<file path="src/hw/rtl/servo_pwm_generator_macros.svh">
// assertion macros for the servo pwm generator
// each macro expects clk_i and rst_ni in the scope where it is used
`ifndef SERVO_PWM_GENERATOR_MACROS_SVH
`define SERVO_PWM_GENERATOR_MACROS_SVH

`ifndef SYNTHESIS

// property holds at every clock edge outside reset
`define SPG_ASSERT_ALWAYS(lbl, prop) \
  lbl: assert property (@(posedge clk_i) disable iff (!rst_ni) (prop)) \
    else $error("spg: assertion failed");

// consequent holds in the same cycle as the antecedent
`define SPG_ASSERT_IMPL(lbl, ante, cons) \
  lbl: assert property (@(posedge clk_i) disable iff (!rst_ni) (ante) |-> (cons)) \
    else $error("spg: assertion failed");

// consequent holds in the cycle after the antecedent
`define SPG_ASSERT_NEXT(lbl, ante, cons) \
  lbl: assert property (@(posedge clk_i) disable iff (!rst_ni) (ante) |=> (cons)) \
    else $error("spg: assertion failed");

`else

`define SPG_ASSERT_ALWAYS(lbl, prop)
`define SPG_ASSERT_IMPL(lbl, ante, cons)
`define SPG_ASSERT_NEXT(lbl, ante, cons)

`endif

`endif

</file>
<file path="src/hw/rtl/spg_pkg.sv">
`timescale 1ns / 1ps
`default_nettype none

package spg_pkg;

  // field widths
  localparam int unsigned RotW   = 16;
  localparam int unsigned PulseW = 16;
  localparam int unsigned CfgIdxW  = 4;
  localparam int unsigned CfgDataW = 16;
  localparam int unsigned RotMagW  = 7;
  localparam int unsigned ProdW    = PulseW + RotMagW;
  localparam int unsigned DivInW   = ProdW + 1;

  // default counter width
  localparam int unsigned CountWidthDef = 16;

  // command codes
  localparam logic CmdTick = 1'b0;
  localparam logic CmdSet  = 1'b1;

  // configuration register indexes
  localparam logic [CfgIdxW-1:0] RegPeriod = 4'd0;
  localparam logic [CfgIdxW-1:0] RegMin    = 4'd1;
  localparam logic [CfgIdxW-1:0] RegCenter = 4'd2;
  localparam logic [CfgIdxW-1:0] RegMax    = 4'd3;

  // configuration reset values
  localparam logic [PulseW-1:0] PeriodRst = 16'd20000;
  localparam logic [PulseW-1:0] MinRst    = 16'd1000;
  localparam logic [PulseW-1:0] CenterRst = 16'd1500;
  localparam logic [PulseW-1:0] MaxRst    = 16'd2000;

  // rotation range and rounding bias for ceiling division
  localparam logic signed [RotW-1:0] RotMax = 16'sd100;
  localparam logic signed [RotW-1:0] RotMin = -16'sd100;
  localparam logic [RotMagW-1:0] RotFull = 7'd100;
  localparam logic [DivInW-1:0] CeilBias = 24'd99;

  // divide by 100 as a multiply by ceil(2^30 / 100) and a shift by 30
  localparam int unsigned RecipShift = 30;
  localparam logic [DivInW-1:0] RecipMul = 24'd10737419;
  localparam int unsigned RecipProdW = 2 * DivInW;

  // stage after the input register
  typedef struct packed {
    logic                 cmd;
    logic                 upd;
    logic                 neg_r;
    logic [RotMagW-1:0]   rmag;
  } spg_s1_t;

  // stage after the product
  typedef struct packed {
    logic                 cmd;
    logic                 upd;
    logic                 neg_w;
    logic [ProdW-1:0]     mag;
  } spg_s2_t;

  // stage after the quotient
  typedef struct packed {
    logic                 cmd;
    logic                 upd;
    logic                 neg_w;
    logic [PulseW-1:0]    quo;
  } spg_s3_t;

endpackage

`default_nettype wire

</file>
<file path="src/hw/rtl/spg_cmd_if.sv">
`timescale 1ns / 1ps
`default_nettype none

interface spg_cmd_if;
  import spg_pkg::*;

  logic                   valid;
  logic                   ready;
  logic                   cmd;
  logic signed [RotW-1:0] rotation;

  modport source (output valid, output cmd, output rotation, input ready);
  modport sink   (input valid, input cmd, input rotation, output ready);
endinterface

`default_nettype wire

</file>
<file path="src/hw/rtl/spg_res_if.sv">
`timescale 1ns / 1ps
`default_nettype none

interface spg_res_if;
  import spg_pkg::*;

  logic              valid;
  logic              ready;
  logic              pwm_out;
  logic [PulseW-1:0] pulse_ticks;

  modport source (output valid, output pwm_out, output pulse_ticks, input ready);
  modport sink   (input valid, input pwm_out, input pulse_ticks, output ready);
endinterface

`default_nettype wire

</file>
<file path="src/hw/rtl/spg_cfg_if.sv">
`timescale 1ns / 1ps
`default_nettype none

interface spg_cfg_if;
  import spg_pkg::*;

  logic                valid;
  logic                ready;
  logic [CfgIdxW-1:0]  index;
  logic [CfgDataW-1:0] data;

  modport source (output valid, output index, output data, input ready);
  modport sink   (input valid, input index, input data, output ready);
endinterface

`default_nettype wire

</file>
<file path="src/hw/rtl/servo_pwm_generator.sv">
`timescale 1ns / 1ps
`default_nettype none
// Servo PWM generator.
// cmd_chan_i carries items: cmd 0 is one timer tick, cmd 1 sets a rotation
// command (clamped to -100..100, ignored when equal to the previous raw value).
// res_chan_o returns one transaction per item: the output level after the item
// and the compare value pending in the shadow register.
// cfg_chan_i writes period, min, centre and max pulse widths; it is always
// ready and must only be used while no item is in flight.
// An accepted item passes through the input register, the product of width
// difference and rotation, the reciprocal multiply for the divide by 100, then
// the state and result register.
// Throughput is one item per cycle; the four stages each hold one transaction
// and empty stages close up, so items keep entering while a result waits.
// If the receiver stalls, the pipeline fills and cmd_chan_i.ready drops once
// all four stages are occupied.
// Reset clears the counter, compares, level and last command, and loads the
// default configuration (20000 / 1000 / 1500 / 2000 ticks).
`include "servo_pwm_generator_macros.svh"

module servo_pwm_generator #(
  parameter int unsigned CountWidth = spg_pkg::CountWidthDef
) (
  input  wire      clk_i,
  input  wire      rst_ni,
  spg_cmd_if.sink   cmd_chan_i,
  spg_res_if.source res_chan_o,
  spg_cfg_if.sink   cfg_chan_i
);
  import spg_pkg::*;

  localparam int unsigned CmpW = (CountWidth > PulseW) ? CountWidth : PulseW;

  // configuration registers
  logic [PulseW-1:0] period_q, min_q, center_q, max_q;

  // pipeline registers
  logic    v1_q, v2_q, v3_q, ov_q;
  spg_s1_t s1_q, s1_d;
  spg_s2_t s2_q, s2_d;
  spg_s3_t s3_q, s3_d;

  // servo state
  logic [CountWidth-1:0] cnt_q, cnt_d, cnt_inc;
  logic [PulseW-1:0]     act_q, act_d;
  logic [PulseW-1:0]     shadow_q, shadow_d;
  logic [RotW-1:0]       last_q;
  logic                  lvl_q, lvl_d;

  // handshake and stage enables
  logic en1, en2, en3, en4;
  logic in_fire, fire4, tick_fire, set_fire;

  // datapath intermediates
  logic signed [PulseW:0]   diff;
  logic [PulseW-1:0]        dmag;
  logic [DivInW-1:0]        div_in;
  logic [RecipProdW-1:0]    recip_prod;
  logic signed [PulseW+1:0] sum;
  logic [PulseW-1:0]        res_width;

  // configuration write port
  assign cfg_chan_i.ready = 1'b1;

  always_ff @(posedge clk_i or negedge rst_ni) begin
    if (!rst_ni) begin
      period_q <= PeriodRst;
      min_q    <= MinRst;
      center_q <= CenterRst;
      max_q    <= MaxRst;
    end else if (cfg_chan_i.valid) begin
      unique case (cfg_chan_i.index)
        RegPeriod: period_q <= cfg_chan_i.data;
        RegMin:    min_q    <= cfg_chan_i.data;
        RegCenter: center_q <= cfg_chan_i.data;
        RegMax:    max_q    <= cfg_chan_i.data;
        default: ;
      endcase
    end
  end

  // stage enables, a stage loads when empty or when its content moves on
  assign en4 = !ov_q || res_chan_o.ready;
  assign en3 = !v3_q || en4;
  assign en2 = !v2_q || en3;
  assign en1 = !v1_q || en2;

  assign cmd_chan_i.ready = en1;
  assign in_fire   = cmd_chan_i.valid && en1;
  assign fire4     = v3_q && en4;
  assign tick_fire = fire4 && (s3_q.cmd == CmdTick);
  assign set_fire  = fire4 && (s3_q.cmd == CmdSet);

  // stage 1: repeat filter and clamp
  always_comb begin
    s1_d.cmd   = cmd_chan_i.cmd;
    s1_d.upd   = (cmd_chan_i.cmd == CmdSet) && (cmd_chan_i.rotation != last_q);
    s1_d.neg_r = cmd_chan_i.rotation[RotW-1];
    if (cmd_chan_i.rotation > RotMax || cmd_chan_i.rotation < RotMin) begin
      s1_d.rmag = RotFull;
    end else if (cmd_chan_i.rotation[RotW-1]) begin
      s1_d.rmag = RotMagW'(-cmd_chan_i.rotation);
    end else begin
      s1_d.rmag = cmd_chan_i.rotation[RotMagW-1:0];
    end
  end

  // stage 2: signed width difference times rotation magnitude
  always_comb begin
    if (s1_q.neg_r) begin
      diff = $signed({1'b0, center_q}) - $signed({1'b0, min_q});
    end else begin
      diff = $signed({1'b0, max_q}) - $signed({1'b0, center_q});
    end
    dmag       = diff[PulseW] ? PulseW'(-diff) : diff[PulseW-1:0];
    s2_d.cmd   = s1_q.cmd;
    s2_d.upd   = s1_q.upd;
    s2_d.neg_w = diff[PulseW] ^ s1_q.neg_r;
    s2_d.mag   = ProdW'(dmag) * ProdW'(s1_q.rmag);
  end

  // stage 3: floor division by 100, biased for a negative numerator
  always_comb begin
    div_in     = DivInW'(s2_q.mag) + (s2_q.neg_w ? CeilBias : '0);
    recip_prod = RecipProdW'(div_in) * RecipProdW'(RecipMul);
    s3_d.cmd   = s2_q.cmd;
    s3_d.upd   = s2_q.upd;
    s3_d.neg_w = s2_q.neg_w;
    s3_d.quo   = recip_prod[RecipShift +: PulseW];
  end

  // final: pulse width around the centre, clamped to the field range
  always_comb begin
    if (s3_q.neg_w) begin
      sum = $signed({2'b00, center_q}) - $signed({2'b00, s3_q.quo});
    end else begin
      sum = $signed({2'b00, center_q}) + $signed({2'b00, s3_q.quo});
    end
    if (sum[PulseW+1]) begin
      res_width = '0;
    end else if (sum[PulseW]) begin
      res_width = '1;
    end else begin
      res_width = sum[PulseW-1:0];
    end
  end

  // final: counter, compare and output level
  always_comb begin
    cnt_d    = cnt_q;
    act_d    = act_q;
    shadow_d = shadow_q;
    lvl_d    = lvl_q;
    cnt_inc  = cnt_q + CountWidth'(1);
    if (set_fire && s3_q.upd) begin
      shadow_d = res_width;
    end
    if (tick_fire) begin
      if (cnt_q == '0) begin
        act_d = shadow_q;
        lvl_d = 1'b1;
      end
      // low wins when the compare matches at count zero
      if (CmpW'(cnt_q) == CmpW'(act_d)) begin
        lvl_d = 1'b0;
      end
      cnt_d = (CmpW'(cnt_inc) >= CmpW'(period_q)) ? '0 : cnt_inc;
    end
  end

  // valid bits and state
  always_ff @(posedge clk_i or negedge rst_ni) begin
    if (!rst_ni) begin
      v1_q     <= 1'b0;
      v2_q     <= 1'b0;
      v3_q     <= 1'b0;
      ov_q     <= 1'b0;
      last_q   <= '0;
      cnt_q    <= '0;
      act_q    <= '0;
      shadow_q <= '0;
      lvl_q    <= 1'b0;
    end else begin
      if (en1) begin
        v1_q <= in_fire;
      end
      if (en2) begin
        v2_q <= v1_q;
      end
      if (en3) begin
        v3_q <= v2_q;
      end
      if (en4) begin
        ov_q <= v3_q;
      end
      if (in_fire && s1_d.upd) begin
        last_q <= cmd_chan_i.rotation;
      end
      cnt_q    <= cnt_d;
      act_q    <= act_d;
      shadow_q <= shadow_d;
      lvl_q    <= lvl_d;
    end
  end

  // stage payloads
  always_ff @(posedge clk_i) begin
    if (en1) begin
      s1_q <= s1_d;
    end
    if (en2) begin
      s2_q <= s2_d;
    end
    if (en3) begin
      s3_q <= s3_d;
    end
  end

  // result channel, the state registers hold the result of the last item
  assign res_chan_o.valid       = ov_q;
  assign res_chan_o.pwm_out     = lvl_q;
  assign res_chan_o.pulse_ticks = shadow_q;

  // checks
  `SPG_ASSERT_IMPL(a_stall_only_when_full, !en1, v1_q && v2_q && v3_q && ov_q)
  `SPG_ASSERT_NEXT(a_cnt_in_frame, tick_fire, (CmpW'(cnt_q) < CmpW'(period_q)) || (cnt_q == '0))
  `SPG_ASSERT_NEXT(a_high_at_zero, tick_fire && (cnt_q == '0) && (shadow_q != '0), lvl_q)
  `SPG_ASSERT_NEXT(a_set_holds_timer, set_fire, $stable(cnt_q) && $stable(lvl_q) && $stable(act_q))

endmodule

`default_nettype wire

</file>
<file path="src/flat_wrapper.sv">
// flat-port wrapper written by rule: the top's interface ports become plain ports
module servo_pwm_generator_flat import spg_pkg::*;
#(
  parameter int unsigned CountWidth = spg_pkg::CountWidthDef
)
  (clk_i, rst_ni, cmd_chan_i_valid, cmd_chan_i_cmd, cmd_chan_i_rotation, cmd_chan_i_ready, res_chan_o_valid, res_chan_o_pwm_out, res_chan_o_pulse_ticks, res_chan_o_ready, cfg_chan_i_valid, cfg_chan_i_index, cfg_chan_i_data, cfg_chan_i_ready);
  spg_cmd_if cmd_chan_i_i ();
  spg_res_if res_chan_o_i ();
  spg_cfg_if cfg_chan_i_i ();
  input  wire clk_i;
  input  wire rst_ni;
  input wire logic [$bits(cmd_chan_i_i.valid)-1:0] cmd_chan_i_valid;
  input wire logic [$bits(cmd_chan_i_i.cmd)-1:0] cmd_chan_i_cmd;
  input wire logic [$bits(cmd_chan_i_i.rotation)-1:0] cmd_chan_i_rotation;
  output wire logic [$bits(cmd_chan_i_i.ready)-1:0] cmd_chan_i_ready;
  output wire logic [$bits(res_chan_o_i.valid)-1:0] res_chan_o_valid;
  output wire logic [$bits(res_chan_o_i.pwm_out)-1:0] res_chan_o_pwm_out;
  output wire logic [$bits(res_chan_o_i.pulse_ticks)-1:0] res_chan_o_pulse_ticks;
  input wire logic [$bits(res_chan_o_i.ready)-1:0] res_chan_o_ready;
  input wire logic [$bits(cfg_chan_i_i.valid)-1:0] cfg_chan_i_valid;
  input wire logic [$bits(cfg_chan_i_i.index)-1:0] cfg_chan_i_index;
  input wire logic [$bits(cfg_chan_i_i.data)-1:0] cfg_chan_i_data;
  output wire logic [$bits(cfg_chan_i_i.ready)-1:0] cfg_chan_i_ready;
  assign cmd_chan_i_i.valid = cmd_chan_i_valid;
  assign cmd_chan_i_i.cmd = cmd_chan_i_cmd;
  assign cmd_chan_i_i.rotation = cmd_chan_i_rotation;
  assign cmd_chan_i_ready = cmd_chan_i_i.ready;
  assign res_chan_o_valid = res_chan_o_i.valid;
  assign res_chan_o_pwm_out = res_chan_o_i.pwm_out;
  assign res_chan_o_pulse_ticks = res_chan_o_i.pulse_ticks;
  assign res_chan_o_i.ready = res_chan_o_ready;
  assign cfg_chan_i_i.valid = cfg_chan_i_valid;
  assign cfg_chan_i_i.index = cfg_chan_i_index;
  assign cfg_chan_i_i.data = cfg_chan_i_data;
  assign cfg_chan_i_ready = cfg_chan_i_i.ready;
  servo_pwm_generator #(.CountWidth(CountWidth)) u_core (.clk_i(clk_i), .rst_ni(rst_ni), .cmd_chan_i(cmd_chan_i_i), .res_chan_o(res_chan_o_i), .cfg_chan_i(cfg_chan_i_i));
endmodule
</file>
<file path="config.mk">
export PLATFORM = sky130hd
export DESIGN_NAME = servo_pwm_generator_flat
export DESIGN_NICKNAME = d
export VERILOG_FILES = /design/src/hw/rtl/spg_pkg.sv /design/src/hw/rtl/spg_cmd_if.sv /design/src/hw/rtl/spg_res_if.sv /design/src/hw/rtl/spg_cfg_if.sv /design/src/hw/rtl/servo_pwm_generator.sv /design/src/flat_wrapper.sv
export VERILOG_INCLUDE_DIRS = /design/src /design/src/hw/rtl
export SDC_FILE = /design/constraint.sdc
export NUM_CORES = 1
export LEC_CHECK = 0
export ABC_AREA = 1
export BUFFER_PORTS_ARGS = -buffer_cell sky130_fd_sc_hd__buf_2
export CORE_MARGIN = 1.5
export CORE_UTILIZATION = 46
export CTS_BUF_LIST = sky130_fd_sc_hd__clkbuf_4
export DETAILED_ROUTE_END_ITERATION = 6
export GPL_TIMING_DRIVEN = 1
export SYNTH_ARGS = -nofsm -noshare
export SYNTH_HDL_FRONTEND = slang
export SYNTH_SLANG_ARGS = --single-unit
</file>
<file path="constraint.sdc">
create_clock -name clk_i -period 9.9 [get_ports clk_i]
set_input_delay 1.485 -clock clk_i [delete_from_list [all_inputs] [get_ports clk_i]]
set_output_delay 1.485 -clock clk_i [all_outputs]
set_load 0.05 [all_outputs]
</file>
==> impl_metrics.py, run 1 <==
metrics = {
    "run_status": {
        "run_status": "finished, final reports clean",
    },
    "die": {
        "die_y_um": 247,
        "row_count": 89,
        "io_pins": 62,
        "start_util_pct": 46.5,
        "die_area_um2": 61000,
        "die_w_um": 247,
        "core_area_um2": 58900,
    },
    "clocking": {
        "numCtsBuffers": 17,
        "post_cts_buffers": 0,
        "cts_repair_resize_count": 0,
        "clkSinkCount": 188,
        "cts_max_path_buffers": 2,
        "cts_hold_buf": 0,
        "clkLatencyLatePin_ns": 0.65,
        "cts_root_buffer": "clkbuf_4",
        "cts_htree_levels": 4,
        "clk_pin_slew_ns": 0.18,
        "tritoncts": "yes",
    },
    "yosys": {
        "syn_inst": 3390,
        "yosysTopAreaCellShare_pct": 21.8,
        "mappedNetlistArea_um2": 27400,
        "synth_ff_type": "dfrtp_1",
        "syn_nets": 4127,
        "ys_seq_area_share_pct": 18.3,
        "synth_common_cells": "inv_1 (778), nand2_1 (583), ha_1 (397)",
        "yosysMostFrequentCell": "inv_1",
        "ys_warn_count": 0,
        "synth_cell_types": 63,
        "ys_ff_latch": 188,
        "synth-edff-count": 55,
        "synth_area_leader_cell": "fa_1",
        "synth-async-reset-ratio_pct": 70.7,
        "synth_area_per_cell_um2": 8.07,
        "synth_top_cells_by_area": "fa_1 (22%), ha_1 (18%), inv_1 (11%)",
    },
    "timing": {
        "post-route-period-util_pct": 81.2,
        "setup_viol": 0,
        "rsz0062_at_grt": "no",
        "hold_ws_ns": 0.445,
        "min_period_ns": 8.04,
        "worst_pin_slew_ns": 1.13,
        "skew_ns": 0.0394,
        "relSlewSlack_pct": 24.5,
        "final_max_slew_viol_count": 0,
        "hold_viol": 0,
        "finalSetupTns_ns": 0,
        "fmax_mhz": 124,
    },
    "critical_path": {
        "cp_slowest_cell": "fa_1",
        "cp_top_family": "adder cells",
        "end_kind": "flop",
        "crit_path_max_fanout": 8,
        "crit_buf_inv": 9,
        "criticalPathCategory": "reg2reg",
        "cp-start-kind": "flop",
        "crit_top_cell": "inv_1",
        "worstReg2RegStart": "u_core.s2_q[23]",
        "crit_path_max_incr_delay_ns": 0.55,
        "critical_path_arrival_ns": 8.47,
        "required_ns": 10.33,
        "startpoint": "u_core.s2_q[23]",
    },
    "global_route": {
        "grtUsageTotal_pct": 23.6,
        "grt.busiest_layer": "met2",
        "overflow": 0,
        "grt_max_degree": 77,
        "gr-usage-met2_pct": 37.8,
        "met1_usage_pct": 33.6,
        "grt_pass1_vias": 21100,
        "grt_antenna_before_repair": 1,
        "grt_pass1_wl_um": 112000,
        "use_met3_pct": 3.16,
    },
    "hold_path": {
        "min-delay-start": "u_core.s2_q[25]",
        "hold_class": "reg2reg",
    },
    "cells_and_area": {
        "multiInputGateArea_um2": 19200,
        "register_area_um2": 5010,
        "syn2layout_area_growth_pct": 5.54,
        "layout-drive-gt1-share_pct": 6.06,
        "fin_nets": 4173,
        "fillers": 5792,
    },
    "detailed_routing": {
        "routedWlPerCell_um": 16.5,
        "drc": 0,
        "final_antenna_net_count": 0,
        "routed_wl_um": 69600,
        "drtPass1Iterations": 5,
        "viasPerCell": 5.08,
        "vias": 21500,
        "drt_iter0_drc": 1528,
    },
    "place": {
        "dp_hpwl_um": 59500,
        "io_buffers": 60,
        "place.gp.congestion": 0.929,
    },
    "job": {
        "max_cap_violations": 0,
    },
}
## cells by family (layout without fill, tap and decap cells)
group | Yosys count | after routing | synth area share, %
flip-flops | 188 | 188 | 18.3
XOR/XNOR | 110 | 110 | 3.79
buffers and inverters | 836 | 895 | 11.6
AO/OA/AOI/OAI | 446 | 446 | 8.95
AND/OR/NAND/NOR | 1114 | 1114 | 17.4
other | 1 | 2 | 0.0137
adder cells (fa/ha/maj) | 695 | 695 | 40.0
## per-stage QoR
step | setup WS (ns) | cells | instance area, µm² | util (%)
floorplan | 2.52 | 3390 | 27400 | -
global placement | 1.89 | 4190 | 28500 | 48.5
detailed placement | 1.85 | 4190 | 28500 | 48.5
CTS | 1.87 | 4222 | 28900 | 49.0
global route | 1.31 | 4223 | 28900 | 49.0
finish | 1.86 | 4223 | 28900 | 49.0
## flip-flops by register name, summed over array words and instances, names as in the netlist, 10 cells and up
name,count
u_core.cnt_q,16
u_core.max_q,16
u_core.s2_q,26
u_core.min_q,16
u_core.period_q,16
u_core.res_chan_o.pulse_ticks,16
u_core.s1_q,10
u_core.act_q,16
u_core.center_q,16
u_core.s3_q,19
u_core.last_q,16
## per-layer routing
metal	wire length (µm)	share of wire, %
met1	33000	47
met5	0	0
met4	1540	2.2
met3	3570	5.1
met2	31500	45
## layout make-up
cell class | count | area share (%)
sequential | 188 | 17.3
inverter | 788 | 10.3
timing repair buffer | 75 | 1.45
tap | 773 | 3.35
clock inverter | 15 | 0.706
clock buffer | 17 | 0.442
antenna | 1 | 0.00866
multi-input combinational | 2366 | 66.4
## final timing paths
kind | end | slack [ns] | cells past startpoint
min reg2reg | u_core.s3_q[18] | 0.45 | 0
max reg2reg | u_core.s3_q[5] | 1.86 | 33
min in group asynchronous | u_core.res_chan_o.pulse_ticks[15] | 0.83 | 1
max in group asynchronous | u_core.last_q[2] | 7.78 | 2
max | u_core.s3_q[5] | 1.86 | 33
min | u_core.s3_q[18] | 0.45 | 0
## placed cells by master (no fill, tap or decap), drive strengths merged, types with 29 or more instances in the layout
| cell type | n |
|---|---|
| nor2 | 246 |
| nand4 | 29 |
| nor3 | 34 |
| nand2 | 607 |
| a21oi | 149 |
| buf | 75 |
| nand3 | 161 |
| dfrtp | 109 |
| o21ai | 231 |
| ha | 397 |
| inv | 793 |
| edfxtp | 55 |
| xor2 | 86 |
| fa | 298 |
Power of run 1 is not shown: default switching activity piles up to over one toggle a cycle in this logic, so the estimate is an artifact.
==> run 2, diff against run 1 <==
==> constraint.sdc (replaced) <==
create_clock -name clk_i -period 7 [get_ports clk_i]
set_input_delay 1.05 -clock clk_i [delete_from_list [all_inputs] [get_ports clk_i]]
set_output_delay 1.05 -clock clk_i [all_outputs]
set_load 0.05 [all_outputs]
==> run 2 against run 1 <==
Compared with the run above: the flow now finishes with violations (setup timing); sequential cell count did not move; wire length rose by 8.3%; largest cell class unchanged; hold slack got worse by 0.059 ns; cell count rose by 6.7%; critical path depth fell by 1; clock-buffer cell count did not move; sequential share of layout area fell by 2.1 points; clock skew fell by 0.0062 ns; register-to-register slack got worse by 2.1 ns; core utilization rose by 6.9 points; worst setup slack got worse by 2.1 ns.
==> impl_metrics.py, run 2 (same netlist as run 1, synthesis figures left out) <==
metrics = {
    "clocking": {
        "clkLatencyLatePin_ns": 0.66,
        "cts_max_path_buffers": 2,
        "cts_hold_buf": 0,
        "cts_htree_levels": 4,
        "clkSinkCount": 188,
        "numCtsBuffers": 17,
        "tritoncts": "yes",
        "cts_root_buffer": "clkbuf_4",
        "clk_pin_slew_ns": 0.18,
    },
    "die": {
        "core_area_um2": 58900,
        "die_area_um2": 61000,
        "row_count": 89,
        "io_pins": 62,
        "die_y_um": 247,
        "die_w_um": 247,
        "start_util_pct": 46.5,
    },
    "run_status": {
        "run_status": "finished, violations left",
        "violations": "setup timing",
    },
    "timing": {
        "post-route-period-util_pct": 104,
        "final_max_slew_viol_count": 0,
        "skew_ns": 0.0333,
        "rsz0062_at_grt": "yes",
        "fmax_mhz": 138,
        "hold_ws_ns": 0.386,
        "setup_viol": 16,
        "finalSetupTns_ns": -3.43,
        "hold_viol": 0,
        "relSlewSlack_pct": 23.4,
        "worst_pin_slew_ns": 1.15,
        "min_period_ns": 7.27,
        "worst_slack_ns": -0.267,
    },
    "global_route": {
        "grt_pass1_vias": 22400,
        "grt_antenna_before_repair": 1,
        "grt_max_degree": 80,
        "grt_pass1_wl_um": 120000,
        "grtUsageTotal_pct": 25.2,
        "overflow": 0,
    },
    "cells_and_area": {
        "largest_reg_flops": 26,
        "layout-drive-gt1-share_pct": 20.1,
        "final_cell_mix": "inv_1 (735), nand2_1 (547), ha_1 (346), fa_1 (282), buf_4 (268)",
        "layout_commonest_cell": "inv_1",
        "largestRegisters": "u_core.s2_q: 26 flops, u_core.s3_q: 19 flops",
        "syn2layout_area_growth_pct": 20.5,
        "largest_register": "u_core.s2_q",
        "fin_nets": 4458,
        "final_core_util_pct": 56.0,
    },
    "detailed_routing": {
        "final_antenna_net_count": 0,
        "drt_iter0_drc": 1592,
        "viasPerCell": 5.07,
        "vias": 22900,
        "drtPass1Iterations": 5,
        "drc": 0,
        "routedWlPerCell_um": 16.7,
        "routed_wl_um": 75300,
    },
    "critical_path": {
        "criticalPathCategory": "reg2reg",
        "cp-start-kind": "flop",
        "reg2reg_slack_ns": -0.27,
        "reg2reg_depth": 32,
        "end_kind": "flop",
        "crit_path_max_incr_delay_ns": 0.54,
        "cp_slowest_cell": "fa_2",
        "crit_top_cell": "fa_1",
        "rr_endpoint": "u_core.s3_q[2]",
        "worstReg2RegStart": "u_core.s2_q[23]",
        "crit_path_max_fanout": 5,
        "critical_path_arrival_ns": 7.69,
        "required_ns": 7.43,
    },
    "job": {
        "max_cap_violations": 0,
    },
    "place": {
        "place.gp.congestion": 0.963,
        "dp_hpwl_um": 63600,
        "io_buffers": 60,
        "pre_cts_ws_ns": -0.447,
    },
    "hold_path": {
        "hold_class": "in2async",
    },
}
-- run 2: worst max-delay path, delay by kind of cell, from the launching register on --
| kind | cells | cell delay, ns |
|---|---|---|
| adders and majority gates | 10 | 3.70 |
| DFF | 1 | 0.45 |
| AOI/OAI and AO/OA | 5 | 0.73 |
| xor gates and xnor gates | 2 | 0.34 |
| and+or+nand+nor | 8 | 1.05 |
| buffers and inverters | 7 | 0.80 |
-- run 2: layer usage --
metal,wire length (µm),global-route usage [%]
met3,3630,3.47
met2,34800,40.6
met1,35600,36.4
met5,0,0
met4,1310,4.43
-- run 2: how the worst max path moves through the flow --
stage | start | end
floorplan | u_core.s2_q[23] | u_core.s3_q[4]
global placement | u_core.s2_q[23] | u_core.s3_q[14]
detailed placement | u_core.s2_q[23] | u_core.s3_q[8]
CTS | u_core.s2_q[23] | u_core.s3_q[8]
global route | u_core.s2_q[23] | u_core.s3_q[8]
finish | u_core.s2_q[23] | u_core.s3_q[2]
-- run 2: layout make-up --
| type | instances | area (µm²) |
|---|---|---|
| tap | 773 | 967 |
| inverter | 788 | 2990 |
| multi-input combinational | 2366 | 20900 |
| clock buffer | 17 | 128 |
| sequential | 188 | 5010 |
| timing repair buffer | 360 | 2770 |
| antenna | 1 | 2.50 |
| clock inverter | 15 | 230 |
| fill | 5467 | 25900 |
-- run 2: repair_timing --
action / CTS / global route
cloned: 0 / 0
endpoints found under the setup margin: 16 / 23
resized for setup: 151 / 137
endpoints found under the hold margin: 0 / 0
setup buffers: 17 / 33
pin swaps: 61 / 124
-- run 2: metrics by stage --
stage	instances	cell area, µm²
2_1_floorplan	3390	27900
3_3_place_gp	4429	31000
3_5_place_dp	4429	31000
4_1_cts	4477	32100
5_1_grt	4508	33000
6_report	4508	33000
Power of run 2 is left out for the same reason.
==> run 3, diff against run 2 <==
==> constraint.sdc (replaced) <==
create_clock -name clk_i -period 6.2 [get_ports clk_i]
set_input_delay 0.93 -clock clk_i [delete_from_list [all_inputs] [get_ports clk_i]]
set_output_delay 0.93 -clock clk_i [all_outputs]
set_load 0.05 [all_outputs]
==> run 3 against run 2 <==
Compared with the run above: the run still ends with setup timing left; clock-buffer cell count unchanged; hold slack worse by 0.13 ns; register-to-register slack worse by 0.75 ns; final area up 6.7%; sequential share of layout area down 0.96 points; worst setup slack worse by 0.75 ns; die area unchanged; non-clock buffer count up 215; cell count up 4.8%; largest cell class unchanged.
==> impl_metrics.py, run 3 (same netlist as run 1, synthesis figures left out) <==
metrics = {
    "run_status": {
        "run_status": "finished, violations left",
        "violations": "setup timing",
    },
    "timing": {
        "post-route-period-util_pct": 116,
        "rsz0062_at_grt": "yes",
        "relSlewSlack_pct": 22.7,
        "worst_pin_slew_ns": 1.16,
        "min_period_ns": 7.21,
        "setup_viol": 21,
        "hold_viol": 0,
        "fmax_mhz": 139,
        "hold_ws_ns": 0.257,
        "skew_ns": 0.0372,
        "worst_slack_ns": -1.01,
        "final_max_slew_viol_count": 0,
    },
    "die": {
        "row_count": 89,
        "die_area_um2": 61000,
        "die_y_um": 247,
        "io_pins": 62,
        "die_w_um": 247,
        "start_util_pct": 46.5,
        "core_area_um2": 58900,
    },
    "critical_path": {
        "required_ns": 6.65,
        "cp-start-kind": "flop",
        "crit_path_max_incr_delay_ns": 0.59,
        "crit_path_max_fanout": 4,
        "critical_path_arrival_ns": 7.66,
        "reg2reg_depth": 32,
        "end_kind": "flop",
        "worstReg2RegStart": "u_core.s2_q[23]",
        "startpoint": "u_core.s2_q[23]",
        "crit_top_cell": "fa_1",
        "criticalPathCategory": "reg2reg",
        "cp_slowest_cell": "fa_2",
    },
    "detailed_routing": {
        "routedWlPerCell_um": 16.5,
        "final_antenna_net_count": 0,
        "viasPerCell": 4.98,
        "drt_iter0_drc": 1491,
        "vias": 23500,
        "drtPass1Iterations": 5,
        "routed_wl_um": 77900,
        "drc": 0,
    },
    "clocking": {
        "cts_max_path_buffers": 2,
        "numCtsBuffers": 17,
        "cts_root_buffer": "clkbuf_4",
        "clkLatencyLatePin_ns": 0.68,
        "cts_htree_levels": 4,
        "clkSinkCount": 188,
        "clk_pin_slew_ns": 0.19,
        "tritoncts": "yes",
    },
    "cells_and_area": {
        "largest_register": "u_core.s2_q",
        "layout-drive-gt1-share_pct": 27.4,
        "final_core_util_pct": 59.8,
        "fin_cells": 4723,
        "syn2layout_area_growth_pct": 28.6,
        "layout_commonest_cell": "inv_1",
        "largestRegisters": "u_core.s2_q: 26 flops, u_core.s3_q: 19 flops",
        "final_cell_mix": "inv_1 (721), nand2_1 (521), buf_4 (472), ha_1 (328), fa_1 (270)",
        "largest_reg_flops": 26,
        "fillers": 5165,
        "fin_nets": 4673,
    },
    "global_route": {
        "use_met3_pct": 3.09,
        "grt_pass1_vias": 23400,
        "gr-usage-met2_pct": 42.0,
        "grtUsageTotal_pct": 25.9,
        "grt_pass1_wl_um": 123000,
        "grt_max_degree": 82,
        "overflow": 0,
        "grt_antenna_before_repair": 2,
        "grt.busiest_layer": "met2",
        "met1_usage_pct": 37.5,
    },
    "place": {
        "place.gp.congestion": 0.951,
        "dp_hpwl_um": 65100,
        "io_buffers": 60,
        "dp_cells": 4617,
        "pre_cts_ws_ns": -1.24,
    },
    "job": {
        "max_cap_violations": 0,
    },
    "hold_path": {
        "hold_class": "in2async",
    },
}
[run 3: changes by cell type in the layout (fill, tap and decap cells not counted), moves of 12 or more]
| cell | previous run | this run |
|---|---|---|
| nand2_1 | 547 | 521 |
| a21oi_1 | 127 | 114 |
| inv_2 | 43 | 57 |
| fa_2 | 16 | 28 |
| nand2_4 | 12 | 28 |
| ha_1 | 346 | 328 |
| inv_1 | 735 | 721 |
| ha_4 | 50 | 67 |
| buf_4 | 268 | 472 |
| nor2_1 | 205 | 189 |
| fa_1 | 282 | 270 |
[run 3: final cells by class]
class / instances / area [µm²] / area share (%)
inverters: 788 / 2980 / 8.47
multi-input cells: 2366 / 21500 / 61.0
repair buffers: 575 / 4450 / 12.6
clock buffers: 17 / 128 / 0.363
diodes: 1 / 2.50 / 0.00711
clock inverters: 15 / 173 / 0.491
flip-flops and latches: 188 / 5010 / 14.2
well taps: 773 / 967 / 2.75
[run 3: metal layers]
layer / wire [µm] / up-vias / part of all wire, %
li1: - / 11700 / -
met1: 37500 / 11300 / 48
met2: 36000 / 452 / 46
met3: 3310 / 54 / 4.2
met4: 1080 / 0 / 1.4
met5: 0 / - / 0
[run 3: final timing paths]
check                      slack [ns]                                end
min                              0.26  u_core.res_chan_o.pulse_ticks[11]
max reg2reg                     -1.01                     u_core.s3_q[8]
min in group clk_i               0.43                     u_core.s1_q[9]
max                             -1.01                     u_core.s3_q[8]
min reg2reg                      0.44                        u_core.v3_q
max in group asynchronous        4.70                   u_core.last_q[0]
[run 3: critical path: cells and delay by family (launching register included)]
kind	cells	cell delay [ns]
AOI/OAI and AO/OA	6	1.02
xor gates and xnor gates	1	0.20
adders and majority gates	10	4.18
buffers and inverters	8	0.58
DFF	1	0.47
and+or+nand+nor	7	0.54
[run 3: stage by stage]
stage          cell area (µm²)  TNS, ns
4_1_cts                  33800   -13.90
2_1_floorplan            28000   -12.25
6_report                 35200   -15.21
3_5_place_dp             32500   -19.11
3_3_place_gp             32500   -17.86
5_1_grt                  35200   -21.12
[run 3: timing repair]
item | in CTS | in global routing
buffers inserted | 34 | 44
setup endpoints to repair | 25 | 29
resized for setup | 175 | 254
pin swaps | 114 | 161
hold buffers | 0 | 0
Power of run 3 is left out for the same reason.
